`config.mk`:
```
export PLATFORM = sky130hd
export DESIGN_NAME = servo_homing_supervisor
export DESIGN_NICKNAME = d
export VERILOG_FILES = /design/src/sv/shs_pkg.sv /design/src/sv/shs_step.sv /design/src/sv/servo_homing_supervisor.sv
export SDC_FILE = /design/constraint.sdc
export NUM_CORES = 1
export LEC_CHECK = 0
export BUFFER_PORTS_ARGS = -buffer_cell sky130_fd_sc_hd__buf_2
export CORE_ASPECT_RATIO = 1.25
export CORE_MARGIN = 10
export CORE_UTILIZATION = 55
export DETAILED_ROUTE_END_ITERATION = 10
export PLACE_DENSITY = 0.77
export SLEW_MARGIN = 30
export SYNTH_ARGS = -nofsm -noshare
export SYNTH_HDL_FRONTEND = slang
export SYNTH_SLANG_ARGS = --single-unit
```
`constraint.sdc`:
```
create_clock -name clock -period 6.15 [get_ports clock]
set_input_delay 0.9225 -clock clock [delete_from_list [all_inputs] [get_ports clock]]
set_output_delay 0.9225 -clock clock [all_outputs]
set_load 0.005 [all_outputs]
```
`src/sv/shs_pkg.sv`:
```
`default_nettype none

package shs_pkg;

   typedef enum logic [2:0] {
      MODE_INACTIVE  = 3'd0,
      MODE_RECOVERY  = 3'd1,
      MODE_HOMING    = 3'd2,
      MODE_IDLE      = 3'd3,
      MODE_HIGH_LOAD = 3'd4,
      MODE_ACTIVE    = 3'd5
   } mode_type;

   localparam logic [1:0] CMD_TICK   = 2'd0;
   localparam logic [1:0] CMD_START  = 2'd1;
   localparam logic [1:0] CMD_STOP   = 2'd2;
   localparam logic [1:0] CMD_TARGET = 2'd3;

   localparam logic [2:0] REG_FAULT_LINGER = 3'd0;
   localparam logic [2:0] REG_HOMING_MIN   = 3'd1;
   localparam logic [2:0] REG_HOMING_MAX   = 3'd2;
   localparam logic [2:0] REG_EARLY_OK     = 3'd3;
   localparam logic [2:0] REG_IDLE_SETTLE  = 3'd4;
   localparam logic [2:0] REG_POWER_ALERT  = 3'd5;
   localparam logic [2:0] REG_POWER_TRIP   = 3'd6;
   localparam logic [2:0] REG_TARGET_LIMIT = 3'd7;

   localparam logic [15:0] RST_FAULT_LINGER = 16'd500;
   localparam logic [15:0] RST_HOMING_MIN   = 16'd1000;
   localparam logic [15:0] RST_HOMING_MAX   = 16'd10000;
   localparam logic [7:0]  RST_EARLY_OK     = 8'd1;
   localparam logic [15:0] RST_IDLE_SETTLE  = 16'd200;
   localparam logic [15:0] RST_POWER_ALERT  = 16'd10000;
   localparam logic [15:0] RST_POWER_TRIP   = 16'd2000;
   localparam logic [15:0] RST_TARGET_LIMIT = 16'd65535;

   typedef struct packed {
      logic [1:0]  cmd;
      logic [15:0] target_steps;
      logic [31:0] now_ms;
      logic        homing_status_ok;
      logic [15:0] power_mw;
      logic        overcurrent_fault;
   } req_type;

   typedef struct packed {
      logic        enable_drive;
      logic        direction_ccw;
      logic        step_pulse;
      logic [2:0]  state_code;
      logic [15:0] position_steps;
      logic        move_done;
      logic        home_valid;
   } rsp_type;

   typedef struct packed {
      logic [15:0] fault_linger_ms;
      logic [15:0] homing_min_ms;
      logic [15:0] homing_max_ms;
      logic [7:0]  early_ok_allowed;
      logic [15:0] idle_settle_ms;
      logic [15:0] power_alert_mw;
      logic [15:0] power_trip_ms;
      logic [15:0] target_limit_steps;
   } cfg_type;

   typedef struct packed {
      mode_type    current_state;
      mode_type    pending_state;
      logic        entry_pending;
      logic        drive_enabled;
      logic        enable_line;
      logic        direction_line;
      logic [7:0]  early_ok_count;
      logic [31:0] state_timer_ms;
      logic [15:0] position;
      logic [15:0] target;
   } sup_type;

endpackage

`default_nettype wire

```
`src/sv/shs_step.sv`:
```
`default_nettype none

module shs_step (
   input  shs_pkg::sup_type cur_state,
   input  shs_pkg::cfg_type cfg,
   input  shs_pkg::req_type req,
   output shs_pkg::sup_type nxt_state,
   output shs_pkg::rsp_type rsp
);
   import shs_pkg::*;

   sup_type     s;
   logic [31:0] elapsed;
   logic        stepped;

   always_comb begin
      s       = cur_state;
      stepped = 1'b0;
      elapsed = '0;
      case (req.cmd)
         CMD_TICK: begin
            if (s.entry_pending) begin
               case (s.current_state)
                  MODE_INACTIVE: begin
                     s.enable_line    = 1'b0;
                     s.direction_line = 1'b0;
                     s.drive_enabled  = 1'b0;
                  end
                  MODE_RECOVERY: begin
                     s.enable_line    = 1'b0;
                     s.direction_line = 1'b0;
                     s.drive_enabled  = 1'b0;
                     s.state_timer_ms = req.now_ms;
                  end
                  MODE_HOMING: begin
                     s.enable_line    = 1'b1;
                     s.early_ok_count = '0;
                     s.state_timer_ms = req.now_ms;
                  end
                  MODE_IDLE, MODE_HIGH_LOAD: begin
                     s.state_timer_ms = req.now_ms;
                  end
                  default: begin
                  end
               endcase
               s.entry_pending = 1'b0;
            end
            elapsed = req.now_ms - s.state_timer_ms;

            case (s.current_state)
               MODE_RECOVERY: begin
                  if (elapsed > {16'd0, cfg.fault_linger_ms}) s.pending_state = MODE_INACTIVE;
               end
               MODE_HOMING: begin
                  if (req.homing_status_ok) begin
                     if (elapsed < {16'd0, cfg.homing_min_ms}) begin
                        if (s.early_ok_count >= cfg.early_ok_allowed) begin
                           s.pending_state = MODE_RECOVERY;
                        end else begin
                           s.early_ok_count = s.early_ok_count + 8'd1;
                        end
                     end else begin
                        s.drive_enabled = 1'b1;
                        s.pending_state = MODE_IDLE;
                     end
                  end
                  if (elapsed > {16'd0, cfg.homing_max_ms}) s.pending_state = MODE_RECOVERY;
               end
               MODE_IDLE: begin
                  if (s.position != s.target) s.pending_state = MODE_ACTIVE;
                  if (elapsed > {16'd0, cfg.idle_settle_ms} && req.power_mw > cfg.power_alert_mw)
                     s.pending_state = MODE_HIGH_LOAD;
                  if (req.overcurrent_fault) s.pending_state = MODE_RECOVERY;
               end
               MODE_HIGH_LOAD: begin
                  if (s.position != s.target) s.pending_state = MODE_ACTIVE;
                  if (elapsed > {16'd0, cfg.power_trip_ms}) begin
                     s.pending_state = (req.power_mw > cfg.power_alert_mw) ? MODE_RECOVERY
                                                                          : MODE_IDLE;
                  end
                  if (req.overcurrent_fault) s.pending_state = MODE_RECOVERY;
               end
               MODE_ACTIVE: begin
                  if (s.position != s.target) begin
                     if (s.position < s.target) begin
                        s.direction_line = 1'b1;
                        s.position       = s.position + 16'd1;
                     end else begin
                        s.direction_line = 1'b0;
                        s.position       = s.position - 16'd1;
                     end
                     stepped = 1'b1;
                  end else begin
                     s.pending_state = MODE_IDLE;
                  end
                  if (req.overcurrent_fault) s.pending_state = MODE_RECOVERY;
               end
               default: begin
               end
            endcase

            if (s.pending_state != s.current_state) begin
               s.current_state = s.pending_state;
               s.entry_pending = 1'b1;
            end
         end
         CMD_START: begin
            if (s.drive_enabled || s.early_ok_count != 8'd0) begin
               s.enable_line   = 1'b0;
               s.drive_enabled = 1'b0;
            end
            s.pending_state = MODE_HOMING;
         end
         CMD_STOP: begin
            s.pending_state = MODE_RECOVERY;
         end
         CMD_TARGET: begin
            if (req.target_steps < cfg.target_limit_steps) s.target = req.target_steps;
         end
         default: begin
         end
      endcase
   end

   assign nxt_state = s;

   assign rsp.enable_drive   = s.enable_line;
   assign rsp.direction_ccw  = s.direction_line;
   assign rsp.step_pulse     = stepped;
   assign rsp.state_code     = s.current_state;
   assign rsp.position_steps = s.position;
   assign rsp.move_done      = (s.position == s.target);
   assign rsp.home_valid     = s.drive_enabled && (s.early_ok_count != 8'd0);

endmodule

`default_nettype wire

```
`src/sv/servo_homing_supervisor.sv`:
```
// supervisor for one step/direction servo: homing, idle, high load, active,
// error recovery and inactive, driven by a stream of commands
// request channel (req_valid/req_ready/req_data): one command per request,
// tick, start homing, stop or set target; a tick carries time, homing
// status, power and overcurrent
// response channel (rsp_valid/rsp_ready/rsp_data): exactly one response per
// request, in order: enable and direction lines, step pulse, state code,
// position, move done and home valid
// csr channel (csr_valid/csr_ready/csr_index/csr_wdata): writes one of the
// eight timing and limit registers; always ready, write only while idle
// path: a request is held in the input register, then one pass of the state
// update writes the response register
// throughput: one request per cycle unless the response side stalls; the state
// update is combinational, so each request sees the result of the previous one
// reset: registers return to defaults, state goes inactive, both holding
// stages empty
// stall: a response waits in its register while rsp_ready is low; one more
// request is held in the input register, then req_ready drops
`default_nettype none

module servo_homing_supervisor (
   input  wire              clock,
   input  wire              reset,
   input  wire              req_valid,
   output logic             req_ready,
   input  shs_pkg::req_type req_data,
   output logic             rsp_valid,
   input  wire              rsp_ready,
   output shs_pkg::rsp_type rsp_data,
   input  wire              csr_valid,
   output logic             csr_ready,
   input  wire  [2:0]       csr_index,
   input  wire  [15:0]      csr_wdata
);
   import shs_pkg::*;

   logic    in_valid_ff;
   req_type in_req_ff;
   logic    rsp_valid_ff;
   rsp_type rsp_data_ff;
   sup_type sup_ff;
   sup_type sup_in;
   rsp_type rsp_in;
   cfg_type cfg_ff;
   logic    advance;

   assign advance   = in_valid_ff && (!rsp_valid_ff || rsp_ready);
   assign req_ready = !in_valid_ff || advance;
   assign csr_ready = 1'b1;
   assign rsp_valid = rsp_valid_ff;
   assign rsp_data  = rsp_data_ff;

   shs_step u_step (
      .cur_state (sup_ff),
      .cfg       (cfg_ff),
      .req       (in_req_ff),
      .nxt_state (sup_in),
      .rsp       (rsp_in)
   );

   always_ff @(posedge clock) begin
      if (reset) begin
         in_valid_ff  <= 1'b0;
         rsp_valid_ff <= 1'b0;
         sup_ff       <= '{current_state: MODE_INACTIVE, pending_state: MODE_INACTIVE,
                           default: '0};
         cfg_ff       <= '{fault_linger_ms:    RST_FAULT_LINGER,
                           homing_min_ms:      RST_HOMING_MIN,
                           homing_max_ms:      RST_HOMING_MAX,
                           early_ok_allowed:   RST_EARLY_OK,
                           idle_settle_ms:     RST_IDLE_SETTLE,
                           power_alert_mw:     RST_POWER_ALERT,
                           power_trip_ms:      RST_POWER_TRIP,
                           target_limit_steps: RST_TARGET_LIMIT};
      end else begin
         if (req_valid && req_ready) begin
            in_valid_ff <= 1'b1;
         end else if (advance) begin
            in_valid_ff <= 1'b0;
         end
         if (advance) begin
            rsp_valid_ff <= 1'b1;
            sup_ff       <= sup_in;
         end else if (rsp_ready) begin
            rsp_valid_ff <= 1'b0;
         end
         if (csr_valid && csr_ready) begin
            case (csr_index)
               REG_FAULT_LINGER: cfg_ff.fault_linger_ms    <= csr_wdata;
               REG_HOMING_MIN:   cfg_ff.homing_min_ms      <= csr_wdata;
               REG_HOMING_MAX:   cfg_ff.homing_max_ms      <= csr_wdata;
               REG_EARLY_OK:     cfg_ff.early_ok_allowed   <= csr_wdata[7:0];
               REG_IDLE_SETTLE:  cfg_ff.idle_settle_ms     <= csr_wdata;
               REG_POWER_ALERT:  cfg_ff.power_alert_mw     <= csr_wdata;
               REG_POWER_TRIP:   cfg_ff.power_trip_ms      <= csr_wdata;
               REG_TARGET_LIMIT: cfg_ff.target_limit_steps <= csr_wdata;
               default: begin
               end
            endcase
         end
      end
   end

   // payload registers
   always_ff @(posedge clock) begin
      if (req_valid && req_ready) in_req_ff <= req_data;
      if (advance) rsp_data_ff <= rsp_in;
   end

endmodule

`default_nettype wire

```
==> impl_metrics.csv, run 1 <==
group,metric,value,unit
sta,setup-tns-final,0,ns
placement,globalplace.congestion,0.941,
clock_tree,cts_hold_buf,0,
die,rows,73,
global_route,grt_use_met3,0.0291,
synthesis,ys_types,85,
drt,drt-total-wl,47000,microns
drt,wl_per_cell,17.8,microns
critical_path,cp_max_fo,36,
global_route,grt_usage,0.226,
synthesis,yosysWarnings,0,
synthesis,ys_ff_latch,296,
global_route,grt_pass1_wl,77100,microns
sta,worst_pin_slew,0.947,ns
power_and_ir_drop,p_sw,1.37,mW
power_and_ir_drop,clkPwrFrac,0.382,
sta,fin_crit_sh,0.936,
power_and_ir_drop,combPwrFrac,0.179,
global_route,grt_overflow,0,
clock_tree,clock_sinks,296,
clock_tree,cts_tree,"done",
sta,drv_slew,0,
final_layout,mostFrequentLayoutCells,"nand2_1 (365), a21oi_1 (216), dfxtp_1 (204)",
drt,ant_nets,0,
power_and_ir_drop,power_frac_seq,0.439,
final_layout,design_area,20100,sq um
clock_tree,post_cts_resized,0,
critical_path,end_kind,"flop",
drt,vias,15400,
sta,relSlewSlack,0.363,
clock_tree,cts.clk_slew.worst_paths,0.06,ns
drt,via_per_inst,5.82,
global_route,grt_max_degree,143,
clock_tree,numCtsBuffers,31,
sta,grt_setup_unrepaired,"false",
synthesis,synth-edff-count,92,
global_route,grt_util_met1,0.283,
sta,fmax,174,MHz
drt,drc,0,
die,coreArea,32000,sq um
synthesis,synth_fp_nets,2392,
global_route,met2_usage,0.388,
final_layout,post_route_cells_drive_above_1_share,0.114,
hold_path,hold_start,"sup_ff[47]",
critical_path,crit_type,"flop to flop",
clock_tree,clock_path_buffers,3,
die,die-area,40300,sq um
critical_path,reg2reg_from,"sup_ff[80]",
power_and_ir_drop,power.internal,3.49,mW
global_route,grt.busiest_layer,"met2",
global_route,grt_pass1_vias,15200,
synthesis,synth_async_sr_flop_share,0,
global_route,antenna_found_initial,0,
synthesis,syn_inst,2116,
drt,dr.pass1.iters,7,
sta,fin_worst_skew,0.0163,ns
critical_path,startpoint_type,"flop",
sta,period_needed,5.76,ns
sta,hold_viol_final,0,
synthesis,synth_area_per_cell,8.48,sq um
critical_path,crit_required,6.47,ns
final_layout,fin_nets,2486,
job,drv_cap,0,
final_layout,final_common_cell,"nand2_1",
power_and_ir_drop,p_per_area,242,nW/um^2
power_and_ir_drop,leakage,8.23,nW
synthesis,syn_area,17900,sq um
power_and_ir_drop,vdd.ir_drop.worst,216,uV
clock_tree,cts_setup_buffers,0,
outcome,run_status,"completed",
critical_path,cp-startpoint,"sup_ff[80]",
die,ios,119,
power_and_ir_drop,switching_share,0.282,
clock_tree,root_buffer,"clkbuf_16",
die,initial_core_util,0.561,
die,die_width,182,microns
placement,post_dp_cell_area,19000,sq um
final_layout,area_growth,11.9,%
drt,drt-initial-drc-count,1228,
final_layout,num_antenna_cells,0,
hold_path,worstHoldPathType,"flop to flop",
clock_tree,insertion_delay,0.59,ns
sta,setup_viol,0,
synthesis,seq_area_frac_synth,0.382,
placement,dpl.hpwl,34500,microns
placement,io_buffer_count,117,
clock_tree,htreeDepth,1,
die,die_h,222,microns
synthesis,ys.flop_type,"dfxtp_1",
critical_path,arrival,6.08,ns
## path summary, 6_finish.rpt
kind,endpoint,slack [ns],cells after the start
min,sup_ff[47],0.45,2
max reg2reg,rsp_data[0],0.39,18
max,rsp_data[0],0.39,18
min reg2reg,sup_ff[47],0.45,2
## per-stage QoR
stage / utilization / power (mW) / hold slack [ns] / instances / worst slack, ns
5_1_grt: 0.628 / 5.09 / 0.466 / 2647 / 0.00725
4_1_cts: 0.626 / 4.88 / 0.455 / 2646 / 0.0724
6_report: 0.628 / 4.86 / 0.454 / 2647 / 0.393
3_5_place_dp: 0.594 / 3.02 / 0.446 / 2588 / 0.151
2_1_floorplan: - / 2.76 / 0.433 / 2116 / 0.0588
3_3_place_gp: 0.594 / 2.99 / 0.441 / 2588 / 0.305
## routing by layer
| layer | vias to the layer above | routed length (microns) |
|---|---|---|
| li1 | 7614 | - |
| met1 | 7308 | 20200 |
| met2 | 406 | 22800 |
| met3 | 80 | 2530 |
| met4 | 0 | 1400 |
| met5 | - | 0 |
## critical path: stages (launching register included)
cell and delay, ns:
dfxtp_1 0.32, o21ai_0 0.23, and3_4 0.33, buf_12 0.26, mux2i_1 0.22, ha_1 0.31
and2_1 0.20, and3_1 0.23, a311oi_2 0.35, o31ai_1 0.16, or4_1 0.48, a32oi_1 0.19
nand4b_1 0.14, or4_4 0.57, or3_4 0.40, nor3b_4 0.33, nand4_1 0.19, xor2_1 0.18
o41a_1 0.38
## kinds of logic (layout without fill, tap and decap cells)
kind of cell | Yosys count | count (layout) | synth area share
simple gates | 730 | 730 | 0.186
compound gates | 525 | 525 | 0.187
flops | 296 | 296 | 0.382
buf+inv | 273 | 392 | 0.0596
fa+ha+maj | 185 | 185 | 0.130
xor+xnor | 55 | 55 | 0.0269
mux | 51 | 51 | 0.0287
other cells | 1 | 1 | 0.000209
## flip-flops by register name, summed over array words and instances (netlist names)
name	flops
cfg_ff	120
in_req_ff	68
in_valid_ff	1
rsp_data	24
rsp_valid	1
sup_ff	82
## synthesized netlist by cell type, types with 18 or more instances
cell        n  area (sq um)
o21a_1     21           158
nor2b_1    24           150
o21ai_0    76           380
nand4_1    29           181
clkbuf_1   82           308
inv_1     170           638
dfxtp_1   204          4080
a21o_1     38           285
xnor2_1    37           324
nor3_1     34           170
mux2i_1    47           470
nand2b_1   22           138
a21oi_1   220          1100
nand3b_1   20           150
edfxtp_1   92          2760
nand2_1   365          1370
nor2_1    130           488
a211oi_1   24           180
a211o_1    39           342
xor2_1     18           158
nand3_1    36           180
ha_1      182          2280
## final cells by class
cell class              count  area [sq um]
multi-input cells        1547         10100
clock inverters            19           135
fillers                  2756         11900
well taps                 412           515
clock buffers              39           878
repair buffers            162           957
inverters                 172           646
flip-flops and latches    296          6850
## power by group through the flow
stage                     clock [mW]  sequential [mW]  combinational, mW
after global placement             0             2.17              0.820
after CTS                       1.89             2.13              0.860
final                           1.86             2.13              0.872
after detailed placement           0             2.17              0.849
after floorplan                    0             2.16              0.598
after global routing            1.97             2.14              0.975
Power figures use the tool's default switching activity.
==> run 2, diff against run 1 <==
--- a/config.mk
+++ b/config.mk
@@ -6,9 +6,9 @@
 export NUM_CORES = 1
 export LEC_CHECK = 0
 export BUFFER_PORTS_ARGS = -buffer_cell sky130_fd_sc_hd__buf_2
-export CORE_ASPECT_RATIO = 1.25
 export CORE_MARGIN = 10
 export CORE_UTILIZATION = 55
+export CTS_BUF_LIST = sky130_fd_sc_hd__clkbuf_8
 export DETAILED_ROUTE_END_ITERATION = 10
 export PLACE_DENSITY = 0.77
 export SLEW_MARGIN = 30
==> run 2 against run 1 <==
Against the previous run:
- sequential share of layout area decreased by 0.10 points
- die area down 0.11%
- worst hold slack got worse by 0.0027 ns
- non-clock buffer count is the same
- core utilization down 0.60 points
- wire length is 2.7% higher
- via count is 1.1% higher
- critical path type unchanged
==> impl_metrics.csv, run 2 (same netlist as run 1, synthesis figures left out) <==
group,metric,value,unit
hold_path,hold_start,"sup_ff[38]",
die,die_width,201,microns
critical_path,reg2reg_from,"sup_ff[80]",
critical_path,arrival,6.37,ns
global_route,grt_pass1_wl,78500,microns
placement,post_dp_cell_area,19000,sq um
final_layout,fillerInstances,2816,
die,die_h,201,microns
die,rows,66,
sta,setup_viol,0,
sta,fmax,172,MHz
global_route,antenna_found_initial,1,
drt,vias,15600,
critical_path,cp_max_fo,23,
global_route,grt_overflow,0,
sta,fin_crit_sh,0.947,
sta,period_needed,5.82,ns
critical_path,cp-startpoint,"sup_ff[80]",
clock_tree,insertion_delay,0.64,ns
clock_tree,cts_tree,"done",
drt,dr.pass1.iters,5,
power_and_ir_drop,vdd.ir_drop.worst,181,uV
drt,ant_nets,0,
final_layout,utilization,0.622,
power_and_ir_drop,p_per_area,240,nW/um^2
final_layout,area_growth,12.2,%
drt,via_per_inst,5.74,
sta,relSlewSlack,0.386,
drt,wl_per_cell,17.8,microns
die,die-area,40200,sq um
global_route,grt_pass1_vias,15300,
hold_path,worstHoldPathType,"flop to flop",
drt,drt-total-wl,48300,microns
clock_tree,clock_sinks,296,
clock_tree,cts_setup_buffers,0,
global_route,grt_usage,0.234,
placement,globalplace.congestion,0.983,
clock_tree,clock_path_buffers,3,
clock_tree,numCtsBuffers,51,
clock_tree,root_buffer,"clkbuf_8",
die,initial_core_util,0.554,
die,coreArea,32400,sq um
power_and_ir_drop,leakage,8.33,nW
drt,drc,0,
final_layout,final_common_cell,"nand2_1",
sta,worst_pin_slew,0.922,ns
final_layout,mostFrequentLayoutCells,"nand2_1 (365), a21oi_1 (218), dfxtp_1 (204)",
placement,dpl.hpwl,35300,microns
final_layout,fin_nets,2506,
sta,drv_slew,0,
critical_path,crit_required,6.70,ns
sta,grt_setup_unrepaired,"true",
outcome,run_status,"completed",
placement,io_buffer_count,117,
die,ios,119,
final_layout,design_area,20100,sq um
critical_path,end_kind,"flop",
sta,fin_worst_skew,0.0237,ns
global_route,grt_max_degree,122,
clock_tree,cts.clk_slew.worst_paths,0.06,ns
final_layout,reg.largest.list,"cfg_ff x120, sup_ff x82, in_req_ff x68",
final_layout,post_route_cells_drive_above_1_share,0.118,
clock_tree,htreeDepth,2,
final_layout,top_register,"cfg_ff",
sta,hold_viol_final,0,
critical_path,crit_type,"flop to flop",
job,drv_cap,0,
drt,drt-initial-drc-count,1140,
critical_path,startpoint_type,"flop",
final_layout,largest_register_ff_count,120,
sta,whs,0.452,ns
==> run 2: cell count changes in the layout (fill, tap and decap cells not counted), sizes merged <==
| cell | delta |
|---|---|
| buf | +1 |
| bufinv | +1 |
| clkbuf | +22 |
| clkinv | -4 |
| clkinvlp | -1 |
| diode | +1 |
| inv | +18 |
==> run 2: layout make-up <==
type,count,area (sq um),share of cell area
Multi-Input combinational cell,1547,10100,0.501
Sequential cell,296,6850,0.340
Tap cell,442,553,0.0275
Antenna cell,1,2.50,0.000124
Clock buffer,62,853,0.0424
Timing Repair Buffer,162,953,0.0474
Inverter,172,646,0.0321
Clock inverter,33,199,0.00988
==> run 2: critical path, cell delays in order (launching register included) <==
cell	delay, ns
dfxtp_1	0.33
or3_4	0.40
and3_4	0.21
buf_8	0.18
mux2i_1	0.15
ha_1	0.43
a21oi_1	0.12
o31ai_2	0.33
a2111oi_1	0.14
o21bai_1	0.20
mux2_2	0.38
a2111oi_1	0.42
nand4b_1	0.17
or4_4	0.58
or3_4	0.39
nor3b_4	0.33
buf_4	0.22
nand4_1	0.13
or4_1	0.43
a31oi_1	0.17
==> run 2: worst paths after layout <==
check / cells after the start / slack [ns] / endpoint
max: 19 / 0.33 / sup_ff[71]
min: 2 / 0.45 / sup_ff[38]
max reg2reg: 19 / 0.33 / sup_ff[71]
min reg2reg: 2 / 0.45 / sup_ff[38]
==> run 2: repair_timing <==
action | in CTS | in global routing
gates resized for setup | 0 | 18
hold buffers | 0 | 0
setup endpoints to repair | 0 | 15
==> run 2: metal layers <==
metal	GRT usage	wire length, microns	vias to the layer above	share of wire
li1	-	-	7664	-
met1	0.310	22000	7351	0.46
met2	0.370	21800	483	0.45
met3	0.0482	3050	86	0.063
met4	0.0874	1450	0	0.030
met5	0	0	-	0
==> run 2: power by group <==
part           leakage [nW]  switching, mW  internal [mW]
clock network         0.606          0.835          0.999
logic                  5.17          0.521          0.352
registers              2.55         0.0475           2.09
==> run 2: per-stage QoR <==
step / TNS [ns] / power, mW / cells / worst slack [ns]
after floorplan: 0 / 2.76 / 2116 / 0.0588
after global placement: 0 / 2.99 / 2618 / 0.300
after detailed placement: 0 / 3.02 / 2618 / 0.138
after CTS: 0 / 4.88 / 2713 / 0.114
after global routing: -0.148 / 5.08 / 2715 / -0.0572
final: 0 / 4.84 / 2715 / 0.327
